--- config.mk ---
export PLATFORM = sky130hd
export DESIGN_NAME = mvm_ctrl
export DESIGN_NICKNAME = d
export VERILOG_FILES = /design/src/design/mvm_pkg.sv /design/src/design/mvm_ctrl.sv
export SDC_FILE = /design/constraint.sdc
export NUM_CORES = 1
export LEC_CHECK = 0
export ABC_AREA = 1
export BUFFER_PORTS_ARGS = -buffer_cell sky130_fd_sc_hd__buf_2
export CAP_MARGIN = 20
export CORE_MARGIN = 4
export CORE_UTILIZATION = 48
export DETAILED_ROUTE_END_ITERATION = 10
export PLACE_DENSITY_LB_ADDON = 0.3
export SETUP_SLACK_MARGIN = 0.02
export SYNTH_ARGS = -nofsm -noshare
export SYNTH_HDL_FRONTEND = slang
export SYNTH_SLANG_ARGS = --single-unit
--- constraint.sdc ---
create_clock -name clk -period 2.05 [get_ports clk]
set_clock_uncertainty 0.1 [all_clocks]
set_input_delay 0.5125 -clock clk [delete_from_list [all_inputs] [get_ports clk]]
set_output_delay 0.5125 -clock clk [all_outputs]
set_load 0.1 [all_outputs]
--- src/design/mvm_pkg.sv ---
// shared types and codes for the matrix vector multiply block
package mvm_pkg;

	// operation codes carried in the input tuser
	typedef enum logic [1:0] {
		OP_WRITE_MATRIX = 2'd0,
		OP_WRITE_VECTOR = 2'd1,
		OP_MULTIPLY     = 2'd2,
		OP_ROW_SUM      = 2'd3
	} mvm_op_t;

	// controller states
	typedef enum logic [1:0] {
		ST_IDLE,
		ST_ROW_START,
		ST_ISSUE,
		ST_DRAIN
	} mvm_state_t;

	// controller to datapath commands
	typedef struct packed {
		logic write_matrix; // store input value in the matrix
		logic write_vector; // store input value in the vector
		logic issue;        // read one element pair this cycle
		logic first;        // first element of a row, clears the accumulator
		logic last;         // last element of a row
		logic row_sum;      // magnitude and sum instead of multiply
		logic op_last;      // this row gives the operation's final item
	} mvm_cmd_t;

	// datapath to controller status
	typedef struct packed {
		logic done;     // a row result is loaded in the output register
		logic out_busy; // output register stays full next cycle
	} mvm_status_t;

	localparam int unsigned DATA_W  = 32;
	localparam int unsigned FIELD_W = 4;
	localparam int unsigned SIZE_W  = 5;
	localparam logic [SIZE_W-1:0] SIZE_RESET = 5'd16;
	localparam logic [DATA_W-1:0] SAT_MAX = 32'h7FFF_FFFF;
	localparam logic [DATA_W-1:0] SAT_MIN = 32'h8000_0000;

endpackage

--- src/design/mvm_ctrl.sv ---
// controller state machine: order, row and column sequencing
module mvm_ctrl #(
	parameter int unsigned MAX_ORDER = 16
) (
	input  logic                                   clk,
	input  logic                                   arst_n,
	input  logic                                   cfg_wr_en,
	input  logic [mvm_pkg::SIZE_W-1:0]             cfg_wr_data,
	input  logic                                   in_valid,
	output logic                                   in_ready,
	input  logic [1:0]                             in_op,
	input  logic [mvm_pkg::FIELD_W-1:0]            in_row,
	output mvm_pkg::mvm_cmd_t                      cmd,
	output logic [(MAX_ORDER > 1 ? $clog2(MAX_ORDER) : 1)-1:0] rd_row,
	output logic [(MAX_ORDER > 1 ? $clog2(MAX_ORDER) : 1)-1:0] rd_col,
	input  mvm_pkg::mvm_status_t                   status
);

	localparam int unsigned IW = (MAX_ORDER > 1) ? $clog2(MAX_ORDER) : 1;
	localparam int unsigned NW = $clog2(MAX_ORDER + 1);

	mvm_pkg::mvm_state_t state_q, state_d;
	mvm_pkg::mvm_op_t    op_q;
	logic [mvm_pkg::SIZE_W-1:0] size_q;
	logic [IW-1:0] row_q, col_q, last_idx;
	logic [NW-1:0] order;
	logic          accept, row_ok, more_rows;

	// order in use, clamped to one and MAX_ORDER
	always_comb begin
		if (size_q == '0) begin
			order = NW'(1);
		end else if (32'(size_q) > MAX_ORDER) begin
			order = NW'(MAX_ORDER);
		end else begin
			order = NW'(size_q);
		end
	end

	assign last_idx  = IW'(order - NW'(1));
	assign accept    = in_valid && in_ready;
	assign row_ok    = 32'(in_row) < 32'(order);
	assign more_rows = (op_q == mvm_pkg::OP_MULTIPLY) && (row_q != last_idx);

	// next state
	always_comb begin
		state_d = state_q;
		case (state_q)
			mvm_pkg::ST_IDLE: begin
				if (accept && (in_op == mvm_pkg::OP_MULTIPLY ||
				               (in_op == mvm_pkg::OP_ROW_SUM && row_ok))) begin
					state_d = mvm_pkg::ST_ROW_START;
				end
			end
			mvm_pkg::ST_ROW_START: begin
				if (!status.out_busy) begin
					state_d = mvm_pkg::ST_ISSUE;
				end
			end
			mvm_pkg::ST_ISSUE: begin
				if (col_q == last_idx) begin
					state_d = mvm_pkg::ST_DRAIN;
				end
			end
			mvm_pkg::ST_DRAIN: begin
				if (status.done) begin
					state_d = more_rows ? mvm_pkg::ST_ROW_START : mvm_pkg::ST_IDLE;
				end
			end
			default: state_d = mvm_pkg::ST_IDLE;
		endcase
	end

	// outputs
	always_comb begin
		in_ready = 1'b0;
		cmd      = '0;
		rd_row   = row_q;
		rd_col   = col_q;
		case (state_q)
			mvm_pkg::ST_IDLE: begin
				in_ready         = 1'b1;
				cmd.write_matrix = in_valid && (in_op == mvm_pkg::OP_WRITE_MATRIX);
				cmd.write_vector = in_valid && (in_op == mvm_pkg::OP_WRITE_VECTOR);
			end
			mvm_pkg::ST_ISSUE: begin
				cmd.issue   = 1'b1;
				cmd.first   = (col_q == '0);
				cmd.last    = (col_q == last_idx);
				cmd.row_sum = (op_q == mvm_pkg::OP_ROW_SUM);
				cmd.op_last = (op_q == mvm_pkg::OP_ROW_SUM) || (row_q == last_idx);
			end
			default: begin
				in_ready = 1'b0;
			end
		endcase
	end

	always_ff @(posedge clk or negedge arst_n) begin
		if (!arst_n) begin
			state_q <= mvm_pkg::ST_IDLE;
			op_q    <= mvm_pkg::OP_WRITE_MATRIX;
			size_q  <= mvm_pkg::SIZE_RESET;
			row_q   <= '0;
			col_q   <= '0;
		end else begin
			state_q <= state_d;
			if (cfg_wr_en) begin
				size_q <= cfg_wr_data;
			end
			case (state_q)
				mvm_pkg::ST_IDLE: begin
					if (accept) begin
						op_q  <= mvm_pkg::mvm_op_t'(in_op);
						row_q <= (in_op == mvm_pkg::OP_ROW_SUM) ? IW'(in_row) : '0;
					end
				end
				mvm_pkg::ST_ROW_START: col_q <= '0;
				mvm_pkg::ST_ISSUE:     col_q <= col_q + IW'(1);
				mvm_pkg::ST_DRAIN: begin
					if (status.done && more_rows) begin
						row_q <= row_q + IW'(1);
					end
				end
				default: col_q <= '0;
			endcase
		end
	end

endmodule

==> results of run 1 <==
-- cell families (layout without fill, tap and decap cells) --
group / count (synthesis) / after routing / share of synthesized area
and+or+nand+nor: 108 / 108 / 0.373
buffers and inverters: 26 / 89 / 0.0780
AOI/OAI and AO/OA: 18 / 18 / 0.0724
DFF: 17 / 17 / 0.317
adders and majority gates: 11 / 11 / 0.102
xor gates and xnor gates: 5 / 5 / 0.0325
muxes: 3 / 3 / 0.0251
-- placed cells by master, fill, tap and decap left out, types with 3 or more instances in the layout --
| master | count |
|---|---|
| sky130_fd_sc_hd__nor2_4 | 5 |
| sky130_fd_sc_hd__nand3_1 | 18 |
| sky130_fd_sc_hd__nand2_2 | 14 |
| sky130_fd_sc_hd__mux2_2 | 3 |
| sky130_fd_sc_hd__buf_2 | 24 |
| sky130_fd_sc_hd__dfrtp_2 | 5 |
| sky130_fd_sc_hd__xor2_1 | 3 |
| sky130_fd_sc_hd__a21oi_2 | 3 |
| sky130_fd_sc_hd__o21ai_0 | 10 |
| sky130_fd_sc_hd__nand2_4 | 7 |
| sky130_fd_sc_hd__dfrtp_1 | 11 |
| sky130_fd_sc_hd__ha_1 | 8 |
| sky130_fd_sc_hd__nand2_1 | 45 |
| sky130_fd_sc_hd__clkbuf_4 | 3 |
| sky130_fd_sc_hd__nor2_2 | 3 |
| sky130_fd_sc_hd__nor2_1 | 4 |
| sky130_fd_sc_hd__buf_12 | 8 |
| sky130_fd_sc_hd__buf_4 | 28 |
| sky130_fd_sc_hd__inv_4 | 5 |
| sky130_fd_sc_hd__nand3_2 | 3 |
| sky130_fd_sc_hd__ha_4 | 3 |
| sky130_fd_sc_hd__inv_2 | 5 |
| sky130_fd_sc_hd__nand3_4 | 3 |
| sky130_fd_sc_hd__inv_1 | 14 |
-- final timing paths --
| kind | to | slack (ns) | cells past startpoint |
|---|---|---|---|
| setup / recovery | cmd[0] | -0.66 | 13 |
| hold / removal | size_q[2] | 0.02 | 1 |
| setup reg to reg | rd_row[1] | -0.18 | 18 |
| hold reg to reg | op_q[0] | 0.45 | 2 |
| max in group asynchronous | size_q[4] | 1.50 | 1 |
| min in group clk | size_q[0] | 0.32 | 3 |
-- worst register-to-register path, delay by kind of cell, from the launching register on --
kind            cells  cell delay [ns]
flops               1             0.42
simple gates       12             1.00
buf+inv             4             0.37
compound gates      1             0.12
fa+ha+maj           1             0.17
-- where the power goes --
part           internal (mW)  switching [mW]
logic                  0.745            1.39
clock network         0.0759           0.120
registers              0.433           0.100
total                   1.25            1.61
-- per-stage QoR --
step	hold WS [ns]	setup WS, ns	area, µm²
2_1_floorplan	0.117	-0.608	1460
3_3_place_gp	0.366	-0.357	1890
3_5_place_dp	0.369	-0.424	1890
4_1_cts	0.0462	-0.642	2030
5_1_grt	0.0336	-0.767	2130
6_report	0.0247	-0.661	2130
-- area by class of cell --
| type | instances | area, µm² |
|---|---|---|
| sequential | 17 | 433 |
| clock buffer | 4 | 26.3 |
| timing repair buffer | 61 | 502 |
| inverter | 24 | 103 |
| fill | 166 | 442 |
| multi-input combinational | 145 | 1020 |
| tap | 30 | 37.5 |
-- sequential cells by signal, summed over array words and instances (netlist names) --
| name | cells |
|---|---|
| rd_row | 4 |
| size_q | 5 |
| rd_col | 4 |
| op_q | 2 |
| state_q | 2 |
-- metal layers --
layer  up-vias  part of all wire
li1        735                 -
met1       683              0.42
met2        42              0.52
met3         7             0.046
met4         0             0.014
met5         -                 0
-- what timing repair did --
item                                    4_1_cts  5_1_grt
pin swaps                                    18       13
gates resized for setup                      13       21
hold endpoints to repair                      0        0
buffers inserted                             11        3
endpoints found under the setup margin       12       12
==> out/results.ini, run 1 <==
[placed_design]
place.detailed.instances=264
routabilityCongestion=0.834
place.detailed.hpwl_um=2730
io_buffer_count=32

[die]
placeableCoreArea_um2=2570
die_w_um=61.0
placement_rows=18
start_util=0.525
die_y_extent_um=61.0
io_pins=33
die_area_um2=3720

[critical_path]
start_kind=register
critical_path.max_stage_delay_ns=0.42
critical_path.slowest_cell=sky130_fd_sc_hd__dfrtp_1
path_class=register to primary output
endpoint_kind=primary output
crit_chain=nor2_4 -> nand3_4 -> nand2_4 -> inv_4 -> ha_4 -> inv_4 -> nand3_4 -> nand3_1 -> nand2_1 -> a21oi_2 -> nand2_2 -> a21oi_4 -> buf_12
kind_of_cell_with_the_highest_combined_delay_on_the_critical_path=simple AND/OR/NAND/NOR gates
crit_start=size_q[0]
cp_data_required_time_ns=1.44
number_of_buffers_and_inverters_on_the_critical_path=3
critical_path_arrival_ns=2.10
regToRegStartpoint=size_q[0]
crit_fanout=3

[final_layout]
final_cells=281
nets=280
synthToLayoutAreaGrowth_pct=57.8
drive_above_1_share=0.510
antennaDiodeCount=0
utilization=0.828

[sta]
layout_worst_path_cycle_share=1.32
clock.fmax_mhz=369
final.setup.worst_slack_ns=-0.661
worstMarginPinSlew_ns=0.486
totalNegativeSetupSlack_ns=-2.24
hold_viol=0
maxSlewHeadroom=0.678
setup_viol_count_final=10
finalMaxSlewViolations=0
final_period_minus_worst_setup_slack_ns=2.71
setup_repair_after_global_routing_missed_its_margin=yes

[clocking]
clockBufferDepth=2
clock-sinks=17
tritoncts=done
clk_transition_reported_paths_ns=0.11
worst_skew_pair.late_latency_ns=0.30
ctsHtreeMaxLevel=1
tritoncts.num_buffers=3
ctsHoldBuffers=0
clockRootBuffer=sky130_fd_sc_hd__clkbuf_4

[grt]
grt_util_met1=0.279
busiest_layer=met2
global_route_wire_length_before_repair_um=6150
first_global_vias=1393
gr-usage-met3=0.0362
track_usage=0.222
grt.overflow.total=0
grtUsageMet2=0.386
grt_antenna_before_repair=0
grt_start_max_net_pins=18

[power_and_ir_drop]
power.static_leakage_nw=1.04
total_chip_power_mw=2.86
powerDensity_nw_per_um2=1350
vdd_drop_max_mv=1.28

[drt]
first_iter_violations=92
drt-vias-per-instance=5.22
detail-route-antenna-nets=0
detail_route.first_pass.iterations=6
wl_per_cell_um=13.6
vias=1467
routed_wl_um=3830
detail_route.drc_violations=0

[logic_synthesis]
async_reset_ff_frac=1.00
netlist_area_um2=1350
synth_nets=216
synth_top_cells_by_count=sky130_fd_sc_hd__nand2_1, sky130_fd_sc_hd__nand3_1, sky130_fd_sc_hd__inv_1, sky130_fd_sc_hd__dfrtp_1, sky130_fd_sc_hd__ha_1
syn_area_per_cell_um2=7.17
postSynthCellCount=188
synth_enable_flop_cells=0
synth_largest_area_cell=sky130_fd_sc_hd__dfrtp_1
post_synth_num_cell_types=26
most_frequently_used_cell_type_in_the_post_synthesis_netlist=sky130_fd_sc_hd__nand2_1
postSynthRegisterBits=17
synth-main-ff-cell=sky130_fd_sc_hd__dfrtp_1
yosysWarnings=0
ys_seq_area_frac=0.317
netlist_top_cells_area=sky130_fd_sc_hd__dfrtp_1, sky130_fd_sc_hd__nand2_1, sky130_fd_sc_hd__ha_1, sky130_fd_sc_hd__nand3_1, sky130_fd_sc_hd__inv_1
area_share_of_the_largest_cell_type_after_synthesis=0.297

[job]
max_cap_viol_count=0

[run_status]
violated_checks=negative setup slack
status=finished, violations left

[min_path]
hold_class=primary input to asynchronous set/reset pin

Note: power is estimated with default switching activity, not from simulation.
==> inputs of run 2 (changes only) <==
--- a/config.mk
+++ b/config.mk
@@ -8,6 +8,7 @@
 export ABC_AREA = 1
 export BUFFER_PORTS_ARGS = -buffer_cell sky130_fd_sc_hd__buf_2
 export CAP_MARGIN = 20
+export CORE_ASPECT_RATIO = 0.75
 export CORE_MARGIN = 4
 export CORE_UTILIZATION = 48
 export DETAILED_ROUTE_END_ITERATION = 10
==> run 2 against run 1 <==
  * The flow still finishes with violations (negative setup slack)
  * Non-clock buffer count grew 4
  * Critical path depth is the same
  * Maximum frequency shrank 3.1%
  * Critical endpoint unchanged
  * Largest power group unchanged
==> out/results.ini, run 2 (synthesis results as in run 1) <==
[run_status]
status=finished, violations left
violated_checks=negative setup slack

[clocking]
clk_transition_reported_paths_ns=0.07  ; -0.04 ns
clockBufferDepth=2  ; unchanged
tritoncts.num_buffers=3  ; unchanged
clockRootBuffer=sky130_fd_sc_hd__clkbuf_8
clock-sinks=17  ; unchanged
worst_skew_pair.late_latency_ns=0.26  ; -0.04 ns
ctsHtreeMaxLevel=1  ; unchanged
ctsHoldBuffers=0  ; unchanged
tritoncts=done

[die]
die_y_extent_um=53.9  ; -12%
io_pins=33  ; unchanged
placeableCoreArea_um2=2640  ; +2.9%
start_util=0.510  ; -0.0149
die_w_um=69.2  ; +13%
placement_rows=16  ; -2
die_area_um2=3730  ; +0.23%

[final_layout]
final_cells=291  ; +3.6%
largest-register=size_q
fillCellCount=157  ; -5.4%
antennaDiodeCount=0  ; unchanged
number_of_flip_flops_in_the_largest_register=5  ; unchanged
nets=284  ; +1.4%
synthToLayoutAreaGrowth_pct=62.9
drive_above_1_share=0.522  ; +0.0116
layout_commonest_cell=sky130_fd_sc_hd__nand2_1
mostFrequentLayoutCells=sky130_fd_sc_hd__nand2_1, sky130_fd_sc_hd__buf_4, sky130_fd_sc_hd__buf_2, sky130_fd_sc_hd__nand3_1

[sta]
maxSlewHeadroom=0.676  ; -0.00179
clock.fmax_mhz=357  ; -3.1%
worstMarginPinSlew_ns=0.489  ; +0.00271 ns
setup_repair_after_global_routing_missed_its_margin=yes
totalNegativeSetupSlack_ns=-2.85  ; -0.614 ns
finalMaxSlewViolations=0  ; unchanged
finalHoldWorstSlack_ns=0.0727  ; +0.0480 ns
layout_worst_path_cycle_share=1.36  ; +0.0425
hold_viol=0  ; unchanged
setup_viol_count_final=9  ; -1
final_period_minus_worst_setup_slack_ns=2.80  ; +0.0871 ns
final.setup.worst_slack_ns=-0.748  ; -0.0871 ns

[placed_design]
detailedPlace.worstSlack_ns=-0.385  ; +0.0398 ns
place.detailed.hpwl_um=2770  ; +1.2%
io_buffer_count=32  ; unchanged
place.detailed.instances=270  ; +2.3%
routabilityCongestion=0.862  ; +3.4%

[grt]
grt.overflow.total=0  ; unchanged
track_usage=0.263  ; +0.0412
grt_antenna_before_repair=0  ; unchanged
grt_start_max_net_pins=18  ; unchanged
first_global_vias=1600  ; +15%
global_route_wire_length_before_repair_um=7410  ; +20%

[critical_path]
cp_data_required_time_ns=1.44  ; about the same
regToRegStartpoint=size_q[1]
timing.rr.end=state_q[0]
reg2reg_depth=19  ; +1
endpoint_kind=primary output
critical_path_arrival_ns=2.19  ; +0.09 ns
worst-r2r-setup-slack_ns=-0.35  ; -0.17 ns
path_class=register to primary output
start_kind=register
crit_fanout=3  ; unchanged

[power_and_ir_drop]
total_chip_power_mw=3.04  ; +6.3%
power.static_leakage_nw=1.07  ; +3.4%
powerDensity_nw_per_um2=1390  ; +2.9%
vdd_drop_max_mv=0.793  ; -38%

[drt]
drt-vias-per-instance=5.47  ; +4.9%
wl_per_cell_um=16.3  ; +20%
vias=1593  ; +8.6%
detail-route-antenna-nets=0  ; unchanged
first_iter_violations=101  ; +9.8%
detail_route.first_pass.iterations=5  ; -1
routed_wl_um=4750  ; +24%
detail_route.drc_violations=0  ; unchanged

[min_path]
hold_class=primary input to asynchronous set/reset pin

[job]
max_cap_viol_count=0  ; unchanged

## run 2: changes by cell type in the layout (fill, tap and decap cells not counted), sizes merged
cell      delta
buf          +4
clkinvlp     +1
inv          -1
## run 2: timing repair
action	4_1_cts	5_1_grt
pin swaps	19	14
setup endpoints to repair	12	11
gates resized for setup	24	17
gates cloned	0	0
buffers inserted	15	8
endpoints found under the hold margin	0	0
## run 2: worst max-delay path by stage
stage          slack, ns  endpoint  startpoint
2_1_floorplan      -0.61    cmd[0]   size_q[3]
6_report           -0.75    cmd[0]   size_q[0]
3_5_place_dp       -0.38    cmd[0]   size_q[3]
3_3_place_gp       -0.35    cmd[0]   size_q[3]
5_1_grt            -0.80    cmd[0]   size_q[1]
4_1_cts            -0.56    cmd[0]   size_q[0]
## run 2: area by class of cell
class	count	area, µm²	area share
clock buffers	4	45.0	0.0205
inverters	24	104	0.0473
multi-input cells	145	1030	0.468
flip-flops and latches	17	432	0.197
well taps	36	45.0	0.0205
repair buffers	65	543	0.247
## run 2: through the flow
| stage | cell area, µm² | util |
|---|---|---|
| 2_1_floorplan | 1460 | - |
| 3_3_place_gp | 1890 | 0.716 |
| 3_5_place_dp | 1890 | 0.716 |
| 4_1_cts | 2130 | 0.806 |
| 5_1_grt | 2190 | 0.830 |
| 6_report | 2190 | 0.830 |
## run 2: power breakdown
part / internal [mW] / total [mW] / switching [mW] / leakage (nW)
Sequential: 0.432 / 0.544 / 0.112 / 0.209
Combinational: 0.772 / 2.23 / 1.46 / 0.840
Clock: 0.138 / 0.265 / 0.127 / 0.0228
Total: 1.34 / 3.04 / 1.70 / 1.07
## run 2: worst max-delay path: stages, from the launching register on
cell	delay (ns)
sky130_fd_sc_hd__dfrtp_1	0.42
sky130_fd_sc_hd__nor2_2	0.22
sky130_fd_sc_hd__nand3_4	0.12
sky130_fd_sc_hd__nand2_4	0.08
sky130_fd_sc_hd__inv_4	0.03
sky130_fd_sc_hd__ha_4	0.17
sky130_fd_sc_hd__inv_4	0.07
sky130_fd_sc_hd__nand2_4	0.05
sky130_fd_sc_hd__nand3b_1	0.12
sky130_fd_sc_hd__nand2_2	0.08
sky130_fd_sc_hd__a21oi_2	0.13
sky130_fd_sc_hd__nand2_2	0.10
sky130_fd_sc_hd__a21oi_4	0.15
sky130_fd_sc_hd__buf_12	0.19
## run 2: metal layers
layer | up-vias | wire length (µm) | global-route usage
met4 | 0 | 159 | 0.149
met2 | 91 | 2370 | 0.492
met5 | - | 0 | 0
met1 | 742 | 1860 | 0.281
li1 | 740 | - | -
met3 | 20 | 357 | 0.0634
==> inputs of run 3 (changes only) <==
--- a/config.mk
+++ b/config.mk
@@ -5,12 +5,12 @@
 export SDC_FILE = /design/constraint.sdc
 export NUM_CORES = 1
 export LEC_CHECK = 0
-export ABC_AREA = 1
+export ABC_AREA = 0
 export BUFFER_PORTS_ARGS = -buffer_cell sky130_fd_sc_hd__buf_2
 export CAP_MARGIN = 20
 export CORE_ASPECT_RATIO = 0.75
 export CORE_MARGIN = 4
-export CORE_UTILIZATION = 48
+export CORE_UTILIZATION = 45
 export DETAILED_ROUTE_END_ITERATION = 10
 export PLACE_DENSITY_LB_ADDON = 0.3
 export SETUP_SLACK_MARGIN = 0.02
==> run 3 against run 2 <==
  * The run still ends with negative setup slack left
  * Sequential cell count stayed put
  * Combinational power is 5% higher
  * Clock power is 2% lower
  * Via count is 18% lower
  * Utilization is 5.0 points lower
  * Register-to-register slack worse by 0.14 ns
  * Setup slack better by 0.17 ns
  * Critical path depth is 5 lower
  * Sequential power is 5.5% higher
  * Total power is 4.4% higher
  * Global-route usage is 3.6 points lower
  * Critical endpoint unchanged
==> out/results.ini, run 3 <==
[run_status]
status=finished, violations left
violated_checks=negative setup slack

[final_layout]
antennaDiodeCount=0  ; unchanged
area.sequential_um2=439  ; +1.7%
number_of_flip_flops_in_the_largest_register=5  ; unchanged
drive_above_1_share=0.603  ; +0.0816
layout_commonest_cell=sky130_fd_sc_hd__buf_4
mostFrequentLayoutCells=sky130_fd_sc_hd__buf_4, sky130_fd_sc_hd__buf_2, sky130_fd_sc_hd__dfrtp_2, sky130_fd_sc_hd__nand2_1
fillCellCount=157  ; unchanged
finish.instance_area_um2=2050  ; -6.8%
synthToLayoutAreaGrowth_pct=65.8
multi_input_comb_area_um2=977  ; -4.8%
utilization=0.780  ; -0.0504
nets=218  ; -23%
largest-register=size_q

[logic_synthesis]
synth-main-ff-cell=sky130_fd_sc_hd__dfrtp_1
synth_nets=154  ; -29%
async_reset_ff_frac=1.00  ; unchanged
postSynthRegisterBits=17  ; unchanged
most_frequently_used_cell_type_in_the_post_synthesis_netlist=sky130_fd_sc_hd__dfrtp_1
ys_seq_area_frac=0.346  ; +0.0292
yosysWarnings=0  ; unchanged
synth_top_cells_by_count=sky130_fd_sc_hd__dfrtp_1, sky130_fd_sc_hd__nand2_1, sky130_fd_sc_hd__ha_1, sky130_fd_sc_hd__o21ai_0, sky130_fd_sc_hd__inv_1
post_synth_num_cell_types=37  ; +42%
postSynthCellCount=126  ; -33%
area_share_of_the_largest_cell_type_after_synthesis=0.325  ; +0.0274
syn_area_per_cell_um2=9.79  ; +37%
synth_enable_flop_cells=0  ; unchanged
netlist_top_cells_area=sky130_fd_sc_hd__dfrtp_1, sky130_fd_sc_hd__ha_1, sky130_fd_sc_hd__mux2_2, sky130_fd_sc_hd__o21ai_0, sky130_fd_sc_hd__nand2_1
synth_largest_area_cell=sky130_fd_sc_hd__dfrtp_1
netlist_area_um2=1230  ; -8.4%

[sta]
worstMarginPinSlew_ns=0.488  ; -0.00118 ns
final.setup.worst_slack_ns=-0.582  ; +0.167 ns
hold_viol=0  ; unchanged
finalMaxSlewViolations=0  ; unchanged
maxSlewHeadroom=0.672  ; -0.00379
layout_worst_path_cycle_share=1.28  ; -0.0813
setup_repair_after_global_routing_missed_its_margin=yes
totalNegativeSetupSlack_ns=-3.56  ; -0.704 ns
clock.fmax_mhz=380  ; +6.3%
setup_viol_count_final=10  ; +1
final_period_minus_worst_setup_slack_ns=2.63  ; -0.167 ns

[die]
io_pins=33  ; unchanged
die_y_extent_um=53.3  ; -1.0%
placeableCoreArea_um2=2620  ; -0.76%
die_w_um=68.5  ; -1.0%
placement_rows=16  ; unchanged
die_area_um2=3650  ; -2.0%
start_util=0.470  ; -0.0395

[clocking]
ctsHoldBuffers=0  ; unchanged
tritoncts=done
tritoncts.num_buffers=3  ; unchanged
ctsHtreeMaxLevel=1  ; unchanged
clock-sinks=17  ; unchanged
worst_skew_pair.late_latency_ns=0.26  ; about the same
clk_transition_reported_paths_ns=0.07  ; about the same
clockRootBuffer=sky130_fd_sc_hd__clkbuf_8
clockBufferDepth=2  ; unchanged

[drt]
detail_route.drc_violations=0  ; unchanged
drt-vias-per-instance=5.82  ; +6.4%
detail-route-antenna-nets=0  ; unchanged
wl_per_cell_um=17.6  ; +7.6%
vias=1310  ; -18%
first_iter_violations=136  ; +35%
detail_route.first_pass.iterations=5  ; unchanged
routed_wl_um=3950  ; -17%

[placed_design]
routabilityCongestion=0.913  ; +5.9%
placed_cell_area_um2=1780  ; -5.8%
place.detailed.hpwl_um=2550  ; -7.9%
detailedPlace.worstSlack_ns=-0.359  ; +0.0258 ns
io_buffer_count=32  ; unchanged

[critical_path]
critical_path.max_stage_delay_ns=0.41  ; about the same
crit_fanout=4  ; +1
critical_path.slowest_cell=sky130_fd_sc_hd__dfrtp_1
worst-r2r-setup-slack_ns=-0.49  ; -0.14 ns
crit_chain=nor3_2 -> o21bai_2 -> ha_4 -> xor2_2 -> nand2_2 -> nor3_4 -> a21o_4 -> buf_12
reg2reg_depth=12  ; -7
cp_data_required_time_ns=1.44  ; about the same
path_class=register to primary output
endpoint_kind=primary output
worstSetupPathDepth=8  ; -5
number_of_buffers_and_inverters_on_the_critical_path=1  ; -2
critical_path_arrival_ns=2.02  ; -0.17 ns
kind_of_cell_with_the_highest_combined_delay_on_the_critical_path=simple AND/OR/NAND/NOR gates
start_kind=register

[grt]
grt_start_max_net_pins=18  ; unchanged
track_usage=0.226  ; -0.0364
global_route_wire_length_before_repair_um=6050  ; -18%
grt_antenna_before_repair=0  ; unchanged
first_global_vias=1267  ; -21%
grt.overflow.total=0  ; unchanged

[power_and_ir_drop]
total_chip_power_mw=3.17  ; +4.4%
power.static_leakage_nw=0.924  ; -14%
powerDensity_nw_per_um2=1550  ; +12%
vdd_drop_max_mv=0.906  ; +14%

[job]
max_cap_viol_count=0  ; unchanged

[min_path]
hold_class=primary input to asynchronous set/reset pin

[run 3: final cells by class]
type / count / share of cell area
clock buffer: 4 / 0.0220
inverter: 9 / 0.0165
multi-input combinational: 97 / 0.478
sequential: 17 / 0.215
tap: 36 / 0.0220
timing repair buffer: 62 / 0.247
[run 3: cells by family after synthesis]
kind of cell / share of synthesized area
AND/OR/NAND/NOR: 0.184
AO/OA/AOI/OAI: 0.170
flip-flops: 0.346
XOR/XNOR: 0.0791
adder cells (fa/ha/maj): 0.112
multiplexers: 0.0730
buffers and inverters: 0.0365
[run 3: worst paths after layout]
path,end,startpoint
setup / recovery,cmd[0],size_q[2]
hold / removal,rd_row[2],arst_n
setup reg to reg,rd_row[0],size_q[2]
hold reg to reg,op_q[0],op_q[0]
max in group asynchronous,size_q[4],arst_n
min in group clk,size_q[3],cfg_wr_data[3]
[run 3: what timing repair did]
item                                   4_1_cts  5_1_grt
pin swaps                                    7        7
setup endpoints to repair                   12       11
resized for setup                           10       11
buffers inserted                            10        7
endpoints found under the hold margin        0        0
[run 3: where the power goes]
group          internal [mW]  leakage, nW  switching (mW)
logic                  0.936        0.704            1.40
clock network          0.138       0.0228           0.123
registers              0.445        0.198           0.129
[run 3: layer usage]
| metal | routed length (µm) | track usage | vias to the layer above |
|---|---|---|---|
| met5 | 0 | 0 | - |
| met4 | 123 | 0.0429 | 0 |
| met3 | 355 | 0.0594 | 22 |
| met2 | 1910 | 0.395 | 77 |
| met1 | 1560 | 0.279 | 621 |
| li1 | - | - | 590 |
[run 3: through the flow]
stage          hold slack (ns)  cells
3_5_place_dp             0.372    204
5_1_grt                  0.110    225
2_1_floorplan            0.117    126
3_3_place_gp             0.360    204
4_1_cts                 0.0962    218
6_report                0.0798    225
[run 3: worst register-to-register path: cells and delay by family (launching register included)]
| kind | cells | cell delay [ns] |
|---|---|---|
| AOI/OAI and AO/OA | 4 | 0.64 |
| buffers and inverters | 4 | 0.56 |
| DFF | 1 | 0.41 |
| adders and majority gates | 1 | 0.30 |
| and+or+nand+nor | 2 | 0.27 |
| xor gates and xnor gates | 1 | 0.14 |
